<file path="config.mk">
export PLATFORM = sky130hd
export DESIGN_NAME = sorted_priority_queue_core
export DESIGN_NICKNAME = d
export VERILOG_FILES = /design/src/rtl/spq_pkg.sv /design/src/rtl/sorted_priority_queue_core.sv /design/src/rtl/spq_ctrl.sv /design/src/rtl/spq_datapath.sv
export SDC_FILE = /design/constraint.sdc
export NUM_CORES = 1
export LEC_CHECK = 0
export ABC_AREA = 1
export BUFFER_PORTS_ARGS = -buffer_cell sky130_fd_sc_hd__buf_2
export CAP_MARGIN = 20
export CORE_ASPECT_RATIO = 0.9
export CORE_UTILIZATION = 35
export CTS_BUF_LIST = sky130_fd_sc_hd__clkbuf_4 sky130_fd_sc_hd__clkbuf_8
export DETAILED_ROUTE_END_ITERATION = 8
export PLACE_DENSITY = 0.6
export SLEW_MARGIN = 25
export SYNTH_ARGS = -nofsm -noshare
export SYNTH_HDL_FRONTEND = slang
export SYNTH_SLANG_ARGS = --single-unit
</file>
<file path="constraint.sdc">
create_clock -name clk -period 13.8 [get_ports clk]
set_input_delay 4.14 -clock clk [delete_from_list [all_inputs] [get_ports clk]]
set_output_delay 4.14 -clock clk [all_outputs]
set_load 0.02 [all_outputs]
</file>
<file path="src/rtl/spq_pkg.sv">
// Shared types and codes for the sorted priority queue.
`timescale 1ns / 1ps
package spq_pkg;

  // Operation codes carried in the input transaction.
  localparam logic [2:0] OP_INS_SORT  = 3'd0;
  localparam logic [2:0] OP_INS_FRONT = 3'd1;
  localparam logic [2:0] OP_INS_BACK  = 3'd2;
  localparam logic [2:0] OP_DEL_FRONT = 3'd3;
  localparam logic [2:0] OP_DEL_BACK  = 3'd4;

  // Result status codes.
  localparam logic [1:0] STAT_DONE  = 2'd0;
  localparam logic [1:0] STAT_FULL  = 2'd1;
  localparam logic [1:0] STAT_EMPTY = 2'd2;

  typedef struct packed {
    logic [2:0]  opcode;
    logic [7:0]  priority_req;
    logic [15:0] tag;
  } spq_in_t;

  typedef struct packed {
    logic [1:0]  status;
    logic [4:0]  count;
    logic        empty_res;
    logic [7:0]  head_priority;
    logic [15:0] head_tag;
    logic [7:0]  tail_priority;
    logic [15:0] tail_tag;
  } spq_out_t;

  // Controller to datapath.
  typedef struct packed {
    logic load;
    logic eval;
    logic apply;
    logic result;
  } spq_cmd_t;

  // Datapath to controller.
  typedef struct packed {
    logic no_change;
  } spq_sts_t;

endpackage

</file>
<file path="src/rtl/sorted_priority_queue_core.sv">
// Top level of the sorted priority queue: controller plus entry datapath.
//
//   channel | direction | handshake            | payload
//   --------+-----------+----------------------+---------------------------------
//   in_     | input     | in_valid / in_stall  | spq_in_t  opcode, priority, tag
//   out_    | output    | out_valid / out_stall| spq_out_t status, count, head, tail
//
// Each transaction steps through accept, evaluate, update and result; one that
// changes nothing (rejected or unused opcode) skips the update step.
// The entries live in a row of DEPTH cells that shift as one; the insert
// point comes from per-cell compares registered in the evaluate cycle.
// Reset clears the fill count and handshake state; cell contents are not reset.
// The result register holds while out_valid and out_stall are high; a
// finished transaction waits in the result step until the register frees,
// and in_stall stays high from acceptance until the result is loaded.
`timescale 1ns / 1ps
module sorted_priority_queue_core
  import spq_pkg::*;
#(
  parameter int DEPTH = 16
) (
  input  logic     clk,
  input  logic     rst_n,
  input  logic     in_valid,
  output logic     in_stall,
  input  spq_in_t  in_data,
  output logic     out_valid,
  input  logic     out_stall,
  output spq_out_t out_data
);

  spq_cmd_t cmd;
  spq_sts_t sts;

  // Sequence each transaction through evaluate, update and result.
  spq_ctrl u_ctrl (
    .clk       (clk),
    .rst_n     (rst_n),
    .in_valid  (in_valid),
    .in_stall  (in_stall),
    .out_valid (out_valid),
    .out_stall (out_stall),
    .cmd       (cmd),
    .sts       (sts)
  );

  // Hold the entries, decode the operation, shift the cells, build the result.
  spq_datapath #(
    .DEPTH (DEPTH)
  ) u_datapath (
    .clk      (clk),
    .rst_n    (rst_n),
    .in_data  (in_data),
    .cmd      (cmd),
    .sts      (sts),
    .out_data (out_data)
  );

endmodule

</file>
<file path="src/rtl/spq_ctrl.sv">
// Sequencing state machine for the sorted priority queue.
`timescale 1ns / 1ps
module spq_ctrl
  import spq_pkg::*;
(
  input  logic     clk,
  input  logic     rst_n,
  input  logic     in_valid,
  output logic     in_stall,
  output logic     out_valid,
  input  logic     out_stall,
  output spq_cmd_t cmd,
  input  spq_sts_t sts
);

  typedef enum logic [3:0] {
    S_IDLE   = 4'b0001,
    S_EVAL   = 4'b0010,
    S_APPLY  = 4'b0100,
    S_RESULT = 4'b1000
  } state_t;

  state_t state_r, state_nxt;
  logic   out_valid_r, out_valid_nxt;
  logic   out_free;

  assign out_free  = !out_valid_r || !out_stall;
  assign in_stall  = (state_r != S_IDLE);
  assign out_valid = out_valid_r;

  always_comb begin
    state_nxt     = state_r;
    out_valid_nxt = out_valid_r && out_stall;
    cmd           = '0;
    case (state_r)
      S_IDLE: begin
        if (in_valid) begin
          cmd.load  = 1'b1;
          state_nxt = S_EVAL;
        end
      end
      S_EVAL: begin
        cmd.eval  = 1'b1;
        state_nxt = sts.no_change ? S_RESULT : S_APPLY;
      end
      S_APPLY: begin
        cmd.apply = 1'b1;
        state_nxt = S_RESULT;
      end
      S_RESULT: begin
        if (out_free) begin
          cmd.result    = 1'b1;
          out_valid_nxt = 1'b1;
          state_nxt     = S_IDLE;
        end
      end
      default: begin
        state_nxt = S_IDLE;
      end
    endcase
  end

  always_ff @(posedge clk) begin
    if (!rst_n) begin
      state_r     <= S_IDLE;
      out_valid_r <= 1'b0;
    end else begin
      state_r     <= state_nxt;
      out_valid_r <= out_valid_nxt;
    end
  end

  a_rise_from_result: assert property (@(posedge clk) disable iff (!rst_n)
    $rose(out_valid_r) |-> $past(state_r == S_RESULT))
    else $error("result valid rose outside the result step");

  a_accept_to_eval: assert property (@(posedge clk) disable iff (!rst_n)
    (state_r == S_IDLE) && in_valid |=> (state_r == S_EVAL))
    else $error("accepted transaction did not enter evaluation");

  a_result_waits: assert property (@(posedge clk) disable iff (!rst_n)
    (state_r == S_RESULT) && out_valid_r && out_stall |=> (state_r == S_RESULT))
    else $error("result step left while output register was held");

endmodule

</file>
<file path="src/rtl/spq_datapath.sv">
// Entry cell row, operation decode and result register of the sorted priority queue.
`timescale 1ns / 1ps
module spq_datapath
  import spq_pkg::*;
#(
  parameter int DEPTH = 16
) (
  input  logic     clk,
  input  logic     rst_n,
  input  spq_in_t  in_data,
  input  spq_cmd_t cmd,
  output spq_sts_t sts,
  output spq_out_t out_data
);

  localparam int CW = $clog2(DEPTH + 1);
  localparam int IW = $clog2(DEPTH);

  typedef enum logic [2:0] {
    K_NONE,
    K_INS_FRONT,
    K_INS_BACK,
    K_INS_SORT,
    K_DEL_FRONT,
    K_DEL_BACK
  } kind_t;

  logic [7:0]  prio_r [DEPTH];
  logic [15:0] tag_r  [DEPTH];
  logic [CW-1:0] cnt_r;
  spq_in_t     req_r;
  kind_t       kind_r, kind_nxt;
  logic [1:0]  status_r, status_nxt;
  logic [DEPTH-1:0] lt_r;
  logic        tail_ge_r;
  spq_out_t    out_r;

  logic          full, empty;
  logic [CW-1:0] cnt_m1;
  logic [IW-1:0] tail_idx;
  logic [DEPTH-1:0] ge_cnt, sort_mask, ins_mask;
  logic          is_ins;
  logic [31:0]   cnt_ext;

  assign full     = (cnt_r == CW'(DEPTH));
  assign empty    = (cnt_r == '0);
  assign cnt_m1   = cnt_r - CW'(1);
  assign tail_idx = cnt_m1[IW-1:0];
  assign cnt_ext  = 32'(cnt_r);

  // Decode the operation against the current fill level.
  always_comb begin
    kind_nxt   = K_NONE;
    status_nxt = STAT_DONE;
    case (req_r.opcode)
      OP_INS_SORT, OP_INS_FRONT, OP_INS_BACK: begin
        if (full) begin
          status_nxt = STAT_FULL;
        end else if (req_r.opcode == OP_INS_FRONT) begin
          kind_nxt = K_INS_FRONT;
        end else if (req_r.opcode == OP_INS_BACK) begin
          kind_nxt = K_INS_BACK;
        end else begin
          kind_nxt = K_INS_SORT;
        end
      end
      OP_DEL_FRONT, OP_DEL_BACK: begin
        if (empty) begin
          status_nxt = STAT_EMPTY;
        end else if (req_r.opcode == OP_DEL_FRONT) begin
          kind_nxt = K_DEL_FRONT;
        end else begin
          kind_nxt = K_DEL_BACK;
        end
      end
      default: begin
        kind_nxt = K_NONE;
      end
    endcase
  end

  assign sts.no_change = (kind_nxt == K_NONE);

  // Insertion mask: cells after the insert point take their left neighbor.
  always_comb begin
    for (int i = 0; i < DEPTH; i++) begin
      ge_cnt[i] = (i >= int'(cnt_r));
    end
  end

  // Bits from the first lower-priority cell upward.
  assign sort_mask = lt_r | (~lt_r + {{(DEPTH-1){1'b0}}, 1'b1});

  always_comb begin
    ins_mask = '0;
    is_ins   = 1'b1;
    case (kind_r)
      K_INS_FRONT: ins_mask = '1;
      K_INS_BACK:  ins_mask = ge_cnt;
      K_INS_SORT:  ins_mask = tail_ge_r ? ge_cnt : sort_mask;
      default:     is_ins   = 1'b0;
    endcase
  end

  always_ff @(posedge clk) begin
    if (cmd.load) begin
      req_r <= in_data;
    end
    if (cmd.eval) begin
      kind_r    <= kind_nxt;
      status_r  <= status_nxt;
      tail_ge_r <= empty || (prio_r[tail_idx] >= req_r.priority_req);
      for (int i = 0; i < DEPTH; i++) begin
        lt_r[i] <= (i < int'(cnt_r)) && (prio_r[i] < req_r.priority_req);
      end
    end
    if (cmd.result) begin
      out_r.status    <= status_r;
      out_r.count     <= cnt_ext[4:0];
      out_r.empty_res <= empty;
      out_r.head_priority <= empty ? 8'd0  : prio_r[0];
      out_r.head_tag      <= empty ? 16'd0 : tag_r[0];
      out_r.tail_priority <= empty ? 8'd0  : prio_r[tail_idx];
      out_r.tail_tag      <= empty ? 16'd0 : tag_r[tail_idx];
    end
  end

  always_ff @(posedge clk) begin
    if (!rst_n) begin
      cnt_r <= '0;
    end else if (cmd.apply) begin
      if (is_ins) begin
        cnt_r <= cnt_r + CW'(1);
      end else if (kind_r == K_DEL_FRONT || kind_r == K_DEL_BACK) begin
        cnt_r <= cnt_m1;
      end
    end
  end

  for (genvar g = 0; g < DEPTH; g++) begin : g_cell
    logic [7:0]  take_p, right_p;
    logic [15:0] take_t, right_t;

    if (g == 0) begin : g_first
      assign take_p = req_r.priority_req;
      assign take_t = req_r.tag;
    end else begin : g_rest
      assign take_p = ins_mask[g-1] ? prio_r[g-1] : req_r.priority_req;
      assign take_t = ins_mask[g-1] ? tag_r[g-1]  : req_r.tag;
    end

    if (g == DEPTH - 1) begin : g_last
      assign right_p = prio_r[g];
      assign right_t = tag_r[g];
    end else begin : g_inner
      assign right_p = prio_r[g+1];
      assign right_t = tag_r[g+1];
    end

    always_ff @(posedge clk) begin
      if (cmd.apply) begin
        if (is_ins && ins_mask[g]) begin
          prio_r[g] <= take_p;
          tag_r[g]  <= take_t;
        end else if (kind_r == K_DEL_FRONT) begin
          prio_r[g] <= right_p;
          tag_r[g]  <= right_t;
        end
      end
    end
  end

  assign out_data = out_r;

  a_del_front_count: assert property (@(posedge clk) disable iff (!rst_n)
    cmd.apply && (kind_r == K_DEL_FRONT) |=> cnt_r == CW'($past(cnt_r) - CW'(1)))
    else $error("front removal did not drop the count by one");

  a_full_reject: assert property (@(posedge clk) disable iff (!rst_n)
    cmd.result && (status_r == STAT_FULL) |-> cnt_r == CW'(DEPTH))
    else $error("full rejection reported below capacity");

  a_no_apply_idle: assert property (@(posedge clk) disable iff (!rst_n)
    cmd.apply |-> kind_r != K_NONE)
    else $error("update step issued for an operation that changes nothing");

endmodule
</file>
* Word-level counts from Yosys, hierarchy flattened
Memory sizes are Yosys's and may differ from the RTL's. A register that Yosys moved wholly into a read port is not among the register bits.
Cells that the tools add are included.
** Storage, ports and cells
- Memory bits (writable) :: 384
- Logic and storage cells :: 353
- Flip-flop bits (word level) :: 99
- Memories kept :: 2
** Memory list
- u_datapath.tag_r :: depth 16, bits a word 16, rd ports 17, clocked after Yosys merged registers in 1, wr ports 16, RTL line spq_datapath.sv:29 : logic [15:0] tag_r [DEPTH];
- u_datapath.prio_r :: depth 16, bits a word 8, rd ports 17, clocked after Yosys merged registers in 0, wr ports 16, RTL line spq_datapath.sv:28 : logic [7:0] prio_r [DEPTH];
** Operators by class
- Equality and inequality tests :: 17
- $add $sub $neg :: 3
- Reduce and logical (&&, ||, !) cells :: 47
- $lt $le $gt $ge :: 49
- Muxes and demuxes :: 185
- Bitwise gates (word level) :: 34
** Operators by type and width (count)
- $mux 16 :: 32
- $mux 8 :: 31
- $lt 8x8->1 :: 16
- $mux 1 :: 109
- $pmux 16 s3 :: 1
- $ge 4x5->1 const A :: 8
- $lt 4x5->1 const A :: 8
- $logic_and 1x1->1 :: 33
- $or 1x1->1 :: 32
- $ge 3x5->1 const A :: 4
- $lt 3x5->1 const A :: 4
- $add 16x1->16 const B :: 1
- $not 16->16 :: 1
- $or 16x16->16 :: 1
- $pmux 4 s4 :: 1
- $eq 3x2->1 const B :: 4
- $mux 4 :: 3
- $ge 1x5->1 const A :: 2
- $ge 2x5->1 const A :: 2
- $lt 1x5->1 const A :: 2
- $lt 2x5->1 const A :: 2
- $mux 5 :: 2
- $eq 3x3->1 const B :: 3
- $mux 3 :: 3
- other kinds (23) :: 30

* Longest topological paths before layout
Gate-level depths: netlist (run 1).
- Depth in word-level cells :: 10
- Depth in mapped cells :: 21
- Mapped depth without buffers :: 15

* Hierarchy
Synthesis (run 1) repeated with hierarchy kept, for this count alone.
** Unflattened totals
- Cell total of the unflattened synthesis :: 4031
- Area total of the unflattened synthesis :: 31589.0 sq um
** By module, submodules not included
- spq_datapath :: cells each 3992, instances 1, area each 31338.8 sq um
- spq_ctrl :: cells each 39, instances 1, area each 250.2 sq um

* Worst setup path before layout (run 1)
Ideal clock, no wire load.
- Path type :: input to register
- Start point :: input port out_stall
- End point :: register, netlist name u_datapath.out_data[0]
- Path slack :: 6.498 ns
- Cell stages on the path :: 1
- Required time :: 13.311 ns
- Buffers on the path :: 0
- Data arrival time :: 6.814 ns
- Cells stage by stage :: a21oi_1
** Between the ends
- Word-level cells in the longest chain between the ends :: 4
** Ends and longest elaborated chain
- start, declared :: RTL line sorted_priority_queue_core.sv:28 : input logic out_stall,
- $logic_not 1->1 :: RTL line spq_ctrl.sv:27 : assign out_free = !out_valid_r || !out_stall;
- $logic_or 1x1->1 :: RTL line spq_ctrl.sv:27
- $mux 1 :: RTL line spq_ctrl.sv:51 : if (out_free) begin
- $mux 1 :: RTL line spq_ctrl.sv:35 : case (state_r)
No other way between the ends.
A chain may end at the register's enable or synchronous reset.

* Final worst setup path (run 1)
- Start point :: register u_ctrl.state_r[3]
- End point :: output port in_stall
** Between the ends
- Word-level cells in the longest chain between the ends :: 1
** Ends and longest elaborated chain
- start, declared :: RTL line spq_ctrl.sv:23 : state_t state_r, state_nxt;
- start signal, assigned :: RTL line spq_ctrl.sv:68 : state_r <= state_nxt;
- $ne 4x1->1 :: RTL line spq_ctrl.sv:28 : assign in_stall = (state_r != S_IDLE);
- end, declared :: RTL line sorted_priority_queue_core.sv:25 : output logic in_stall,
No other way between the ends.

==> metrics.yaml, run 1 <==
rsz0062_at_grt: "false"
fin_crit_ns: 5.745
area_growth_pct: 10.61
hold_buffers: 0
via_per_inst: 5.443
wl_um: 100800
cts_setup_buffers: 0
cts_buffer_depth: 3
drv_cap: 0
routabilityCongestion: 0.9199
track_usage_pct: 21.93
synth_flop_cell: "edfxtp_1"
final_cell_count_no_fill: 5095
yosysMostFrequentCell: "nand2_1"
cts-root-buf: "clkbuf_8"
drive_gt1_share_pct: 9.241
synth_edf_count: 489
cp-end-kind: "primary output"
clock_power_share_pct: 41.1
start_util_pct: 35.32
cp-start-kind: "register"
hold_viol: 0
drv_slew: 0
power_density_nw_per_um2: 98.52
ioPinCount: 89
route.vias.total: 27730
die_h_um: 284.3
pwr-share-comb_pct: 8.7
synth_cell_types: 41
core_um2: 87760
status: "complete, no violations"
synth_top_cell_area_share_pct: 47.37
synth_mux_area_share_pct: 0
drt_iter0_markers: 3507
overflow: 0
cts_resized: 0
tightest_slew_ns: 1.068
path_clk_slew_ns: 0.06
placed_cells: 4932
min_path_cells: 0
clock_sink_count: 499
synth_top_cells_by_area: "edfxtp_1, nand2_1, nand3_1"
dp_hpwl_um: 67770
power.switching_uw: 855.1
synth_area_leader_cell: "edfxtp_1"
synth_top_family_by_area: "simple AND/OR/NAND/NOR gates"
async_reset_ff_share_pct: 0
grt_pass1_vias: 25592
io_buffers: 88
peakVddDrop_mv: 0.06353
yosys_warnings: 0
hold_path.class: "reg2reg"
regToRegStartpoint: "u_datapath.cnt_r[0]"
firstDrtPassIters: 8
cts_buffers: 90
yosys.area_share.adder_pct: 5.045
hold_start: "u_datapath.status_r[0]"
wire_per_inst_um: 19.78
setup_tns_ns: 0
critical_path_class: "reg2out"
rows: 103
synthXorXnorAreaFrac_pct: 0.02825
path_max_fanout: 5
clk_latency_ns: 0.70
seqPwrFrac_pct: 50.2
syn_area_um2: 31000
synth_compound_area_share_pct: 14.57
synth_common_cells: "nand2_1, nand3_1, edfxtp_1"
grt_max_degree: 115
avgSynthCellArea_um2: 7.986
skew_ns: 0.03220
setup_viol: 0
die-area_um2: 89770
drcViolationCount: 0
synth_nets: 4038
r2r_cells: 11
min_to: "u_datapath.out_data[54]"
antenna_found_initial: 2
arrival_ns: 1.60
ant_nets: 0
fmaxAchievable_mhz: 174.1
min_period_over_period_pct: 41.63
cts_max_level: 3
nNetsFinal: 4026
r2r-end: "u_datapath.tag_r[6][4]"
die_w_um: 315.7
total_leakage_power_uw: 0.01444
tritoncts: "built"
synthSimpleGateAreaFrac_pct: 24.23
r2r_slack_ns: 9.03
switching_share_pct: 25.31
relSlewSlack_pct: 28.43
p_int_uw: 2523
final_core_util_pct: 39.07
ys_seq_elements: 499
required_ns: 9.66
grt_pass1_wl_um: 154900
syn_inst: 3882
yosysSeqAreaShare_pct: 48.01
[critical path, cell delays in order (launching register included)]
cell	delay, ns
dfxtp_1	0.35
inv_1	0.06
nand2_1	0.11
nor3_1	0.05
inv_1	0.16
buf_2	0.20
[cells by family (layout without fill, tap and decap cells)]
logic type / after synthesis / count (layout)
buf+inv: 648 / 705
compound gates: 856 / 856
flops: 499 / 499
fa+ha+maj: 125 / 125
simple gates: 1753 / 1753
xor+xnor: 1 / 1
other cells: 0 / 1
[registers in the layout, summed over array words and instances (netlist names), 2 cells and up]
name / flops
u_datapath.status_r: 2
u_datapath.req_r: 3
u_datapath.out_data: 56
u_datapath.tag_r: 256
u_datapath.g_cell.take_t: 16
u_ctrl.state_r: 4
u_datapath.lt_r: 16
u_datapath.kind_r: 3
u_datapath.prio_r: 128
u_datapath.g_cell.take_p: 8
u_datapath.cnt_r: 5
[stage by stage]
stage	instance area (µm²)	worst slack, ns	hold slack (ns)	total power, µW
after CTS	34250	8.012	0.4197	3400
final	34290	8.055	0.4246	3378
after floorplan	31000	6.498	0.4003	1919
after global placement	32520	8.213	0.4075	2007
after detailed placement	32520	8.151	0.4056	2015
after global routing	34290	7.928	0.4236	3499
[cell type report]
cell class,count,area [µm²]
Sequential cell,499,14890
Tap cell,1155,1445
Clock inverter,34,172.7
Fill cell,8996,53470
Clock buffer,127,1554
Multi-Input combinational cell,2735,13720
Timing Repair Buffer,173,1102
Antenna cell,1,2.502
Inverter,371,1408
[cell usage in the layout, fill, tap and decap left out, drive strengths merged]
master / instances
nand2: 881
nand3: 647
edfxtp: 489
a21oi: 433
inv: 368
o21ai: 342
nor2: 186
buf: 173
clkbuf: 127
ha: 125
clkinv: 34
o211ai: 32
a22oi: 24
nor3: 13
nand4: 12
o21a: 12
dfxtp: 10
nor3b: 5
and3: 5
a21o: 4
nand3b: 3
a31oi: 2
a21boi: 2
clkinvlp: 2
diode: 1
o21bai: 1
or2: 1
xor2: 1
a221oi: 1
a211oi: 1
o221ai: 1
a311oi: 1
bufinv: 1
[layer usage]
layer	vias up	global-route usage, %	part of all wire, %
li1	13354	-	-
met1	12989	32.10	45
met2	1256	32.66	43
met3	131	4.232	9.7
met4	0	6.075	2.0
met5	-	0	0
[power groups by stage]
| stage | sequential [µW] | combinational (µW) | clock [µW] |
|---|---|---|---|
| after detailed placement | 1730 | 289 | 0 |
| after CTS | 1690 | 290 | 1420 |
| after global routing | 1690 | 331 | 1470 |
| after global placement | 1730 | 281 | 0 |
| final | 1700 | 293 | 1390 |
| after floorplan | 1720 | 197 | 0 |
[how the worst max path moves through the flow]
stage / startpoint / endpoint / slack, ns / cells after the start
after floorplan: out_stall / u_datapath.out_data[0] / 6.50 / 1
after global placement: out_stall / u_datapath.out_data[7] / 8.21 / 3
after detailed placement: out_stall / u_datapath.out_data[8] / 8.15 / 3
after CTS: u_ctrl.state_r[3] / in_stall / 8.01 / 5
after global routing: u_ctrl.state_r[3] / in_stall / 7.93 / 5
final: u_ctrl.state_r[3] / in_stall / 8.06 / 5
(Power assumes the default switching activity.)
==> run 2, diff against run 1 <==
--- a/config.mk
+++ b/config.mk
@@ -12,7 +12,7 @@
 export CORE_UTILIZATION = 35
 export CTS_BUF_LIST = sky130_fd_sc_hd__clkbuf_4 sky130_fd_sc_hd__clkbuf_8
 export DETAILED_ROUTE_END_ITERATION = 8
-export PLACE_DENSITY = 0.6
+export PLACE_DENSITY = 0.62
 export SLEW_MARGIN = 25
 export SYNTH_ARGS = -nofsm -noshare
 export SYNTH_HDL_FRONTEND = slang
==> constraint.sdc (replaced) <==
create_clock -name clk -period 5 [get_ports clk]
set_input_delay 1.5 -clock clk [delete_from_list [all_inputs] [get_ports clk]]
set_output_delay 1.5 -clock clk [all_outputs]
set_load 0.02 [all_outputs]
==> run 2 against run 1 <==
  * Core utilization rose by 0.056 points
  * Sequential share of layout area is 0.062 points lower
  * Clock skew down 0.011 ns
  * Global-route usage is 0.51 points lower
  * Clock power grew to 2.7 times the previous value
  * Wire length is 3.0% lower
  * Non-clock buffer count grew 2
  * Sequential power increased to 2.8 times the previous value
  * Die area did not move
  * Sequential cell count unchanged
  * Hold slack worse by 0.0025 ns
  * Largest power group unchanged
==> metrics.yaml, run 2 (same netlist as run 1, synthesis figures left out) <==
dp_hpwl_um: 68860  # +1.6%
critical_path_class: "reg2reg"
skew_ns: 0.02130  # -0.01090 ns
power.switching_uw: 2388  # +180%
overflow: 0  # unchanged
area_growth_pct: 10.76
die_h_um: 284.3  # unchanged
via_per_inst: 5.396  # -0.86%
wire_per_inst_um: 19.17  # -3.1%
fin_crit_ns: 3.821
cp-end-kind: "register"
rows: 103  # unchanged
rsz0062_at_grt: "false"
antenna_found_initial: 2  # unchanged
hold_path.class: "reg2reg"
path_max_fanout: 90  # +85
ant_nets: 0  # unchanged
layout_commonest_cell: "nand2_1"
total_leakage_power_uw: 0.01446  # +0.15%
relSlewSlack_pct: 29.72  # +1.3 points
start_util_pct: 35.32  # unchanged
r2r_cells: 13  # +2
ff_latch_area_um2: 14890  # unchanged
tightest_slew_ns: 1.052  # -0.01609 ns
regToRegStartpoint: "u_datapath.cnt_r[0]"
required_ns: 5.43  # -4.23 ns
pwr-share-comb_pct: 8.5  # -0.2 points
cts-root-buf: "clkbuf_8"
hold_buffers: 0  # unchanged
drv_slew: 0  # unchanged
cts_max_level: 3  # unchanged
cts_setup_buffers: 0  # unchanged
critPathLaunch: "u_datapath.cnt_r[0]"
peakVddDrop_mv: 0.1549  # +140%
grt_pass1_vias: 25463  # -0.50%
switching_share_pct: 25.67  # +0.36 points
grt_pass1_wl_um: 151600  # -2.2%
cts_buffer_depth: 3  # unchanged
clock_power_share_pct: 41.1  # about the same
route.vias.total: 27529  # -0.72%
multiInputGateArea_um2: 13710  # about the same
hold_slack_ns: 0.4221  # -0.002472 ns
clk_latency_ns: 0.71  # about the same
routabilityCongestion: 0.9365  # +1.8%
regMostFlops: "u_datapath.tag_r"
tritoncts: "built"
cts_resized: 0  # unchanged
fmaxAchievable_mhz: 261.7
die_w_um: 315.7  # unchanged
layout_common_cells: "nand2_1, nand3_1, edfxtp_1, a21oi_1, inv_1"
core_um2: 87760  # unchanged
largest_reg_flops: 256  # unchanged
power_density_nw_per_um2: 270.9  # +170%
crit_end: "u_datapath.tail_ge_r"
r2r_slack_ns: 1.18  # -7.85 ns
clock_sink_count: 499  # unchanged
status: "complete, no violations"
drcViolationCount: 0  # unchanged
setup_tns_ns: 0  # unchanged
drt_iter0_markers: 3729  # +6.3%
path_clk_slew_ns: 0.06  # about the same
cp-start-kind: "register"
drv_cap: 0  # unchanged
min_period_over_period_pct: 76.42
ioPinCount: 89  # unchanged
firstDrtPassIters: 7  # -1
cts_buffers: 91  # +1.1%
hold_viol: 0  # unchanged
arrival_ns: 4.25  # +2.65 ns
io_buffers: 88  # unchanged
seqPwrFrac_pct: 50.4  # +0.2 points
die-area_um2: 89770  # unchanged
grt_max_degree: 154  # +34%
setup_viol: 0  # unchanged
drive_gt1_share_pct: 9.305  # +0.064 points
fillerInstances: 8963  # -0.37%
p_int_uw: 6914  # +170%
nNetsFinal: 4029  # +0.075%
r2r-end: "u_datapath.tail_ge_r"
track_usage_pct: 21.42  # -0.51 points
wl_um: 97820  # -3.0%
run 2: cell types whose count changed in the layout (fill, tap and decap cells not counted), sizes merged:
cell	change
inv	+2
clkinv	+8
diode	+2
buf	+2
clkbuf	-7
run 2: how the worst min path moves through the flow:
stage,from,end,slack [ns],cells past startpoint
detailed placement,u_datapath.status_r[0],u_datapath.out_data[54],0.41,0
global route,u_datapath.status_r[1],u_datapath.out_data[55],0.43,0
CTS,u_datapath.status_r[0],u_datapath.out_data[54],0.42,0
finish,u_datapath.status_r[0],u_datapath.out_data[54],0.42,0
global placement,u_datapath.status_r[0],u_datapath.out_data[54],0.41,0
floorplan,u_datapath.status_r[0],u_datapath.out_data[54],0.40,0
run 2: per-layer routing:
metal / share of wire [%] / GRT usage (%)
met1: 44 / 31.49
met2: 44 / 32.25
met3: 9.8 / 3.137
met4: 2.2 / 6.437
met5: 0 / 0
run 2: power by group through the flow:
stage               logic [µW]  clock network (µW)  registers [µW]
floorplan                  545                   0            4750
global placement           751                   0            4780
detailed placement         779                   0            4770
CTS                        782                3910            4690
global route               897                4070            4690
finish                     788                3820            4690
run 2: layout make-up:
type | instances | area share [%]
antenna | 3 | 0.02186
clock buffer | 120 | 4.336
clock inverter | 44 | 0.6777
inverter | 371 | 4.096
multi-input combinational | 2735 | 39.92
sequential | 499 | 43.36
tap | 1155 | 4.209
timing repair buffer | 175 | 3.378
run 2: critical path, cell delays in order (launching register included):
cell	delay [ns]
dfxtp_4	0.36
inv_6	0.48
ha_4	0.34
clkinv_2	0.69
buf_4	0.49
a21oi_1	0.14
o21ai_0	0.11
nand3_1	0.14
nand3_1	0.12
nand2_1	0.13
inv_1	0.06
ha_1	0.28
nand4_1	0.09
nand4_1	0.09
run 2: through the flow:
stage | setup WS, ns | utilization, % | std cells | instance area (µm²) | total power [µW]
6_report | 1.179 | 39.13 | 5102 | 34340 | 9302
5_1_grt | 0.9095 | 39.12 | 5100 | 34330 | 9657
4_1_cts | 1.232 | 39.10 | 5099 | 34320 | 9382
3_5_place_dp | 1.247 | 37.14 | 4935 | 32600 | 5553
3_3_place_gp | 1.322 | 37.12 | 4934 | 32580 | 5526
2_1_floorplan | 0.3378 | - | 3882 | 31000 | 5297
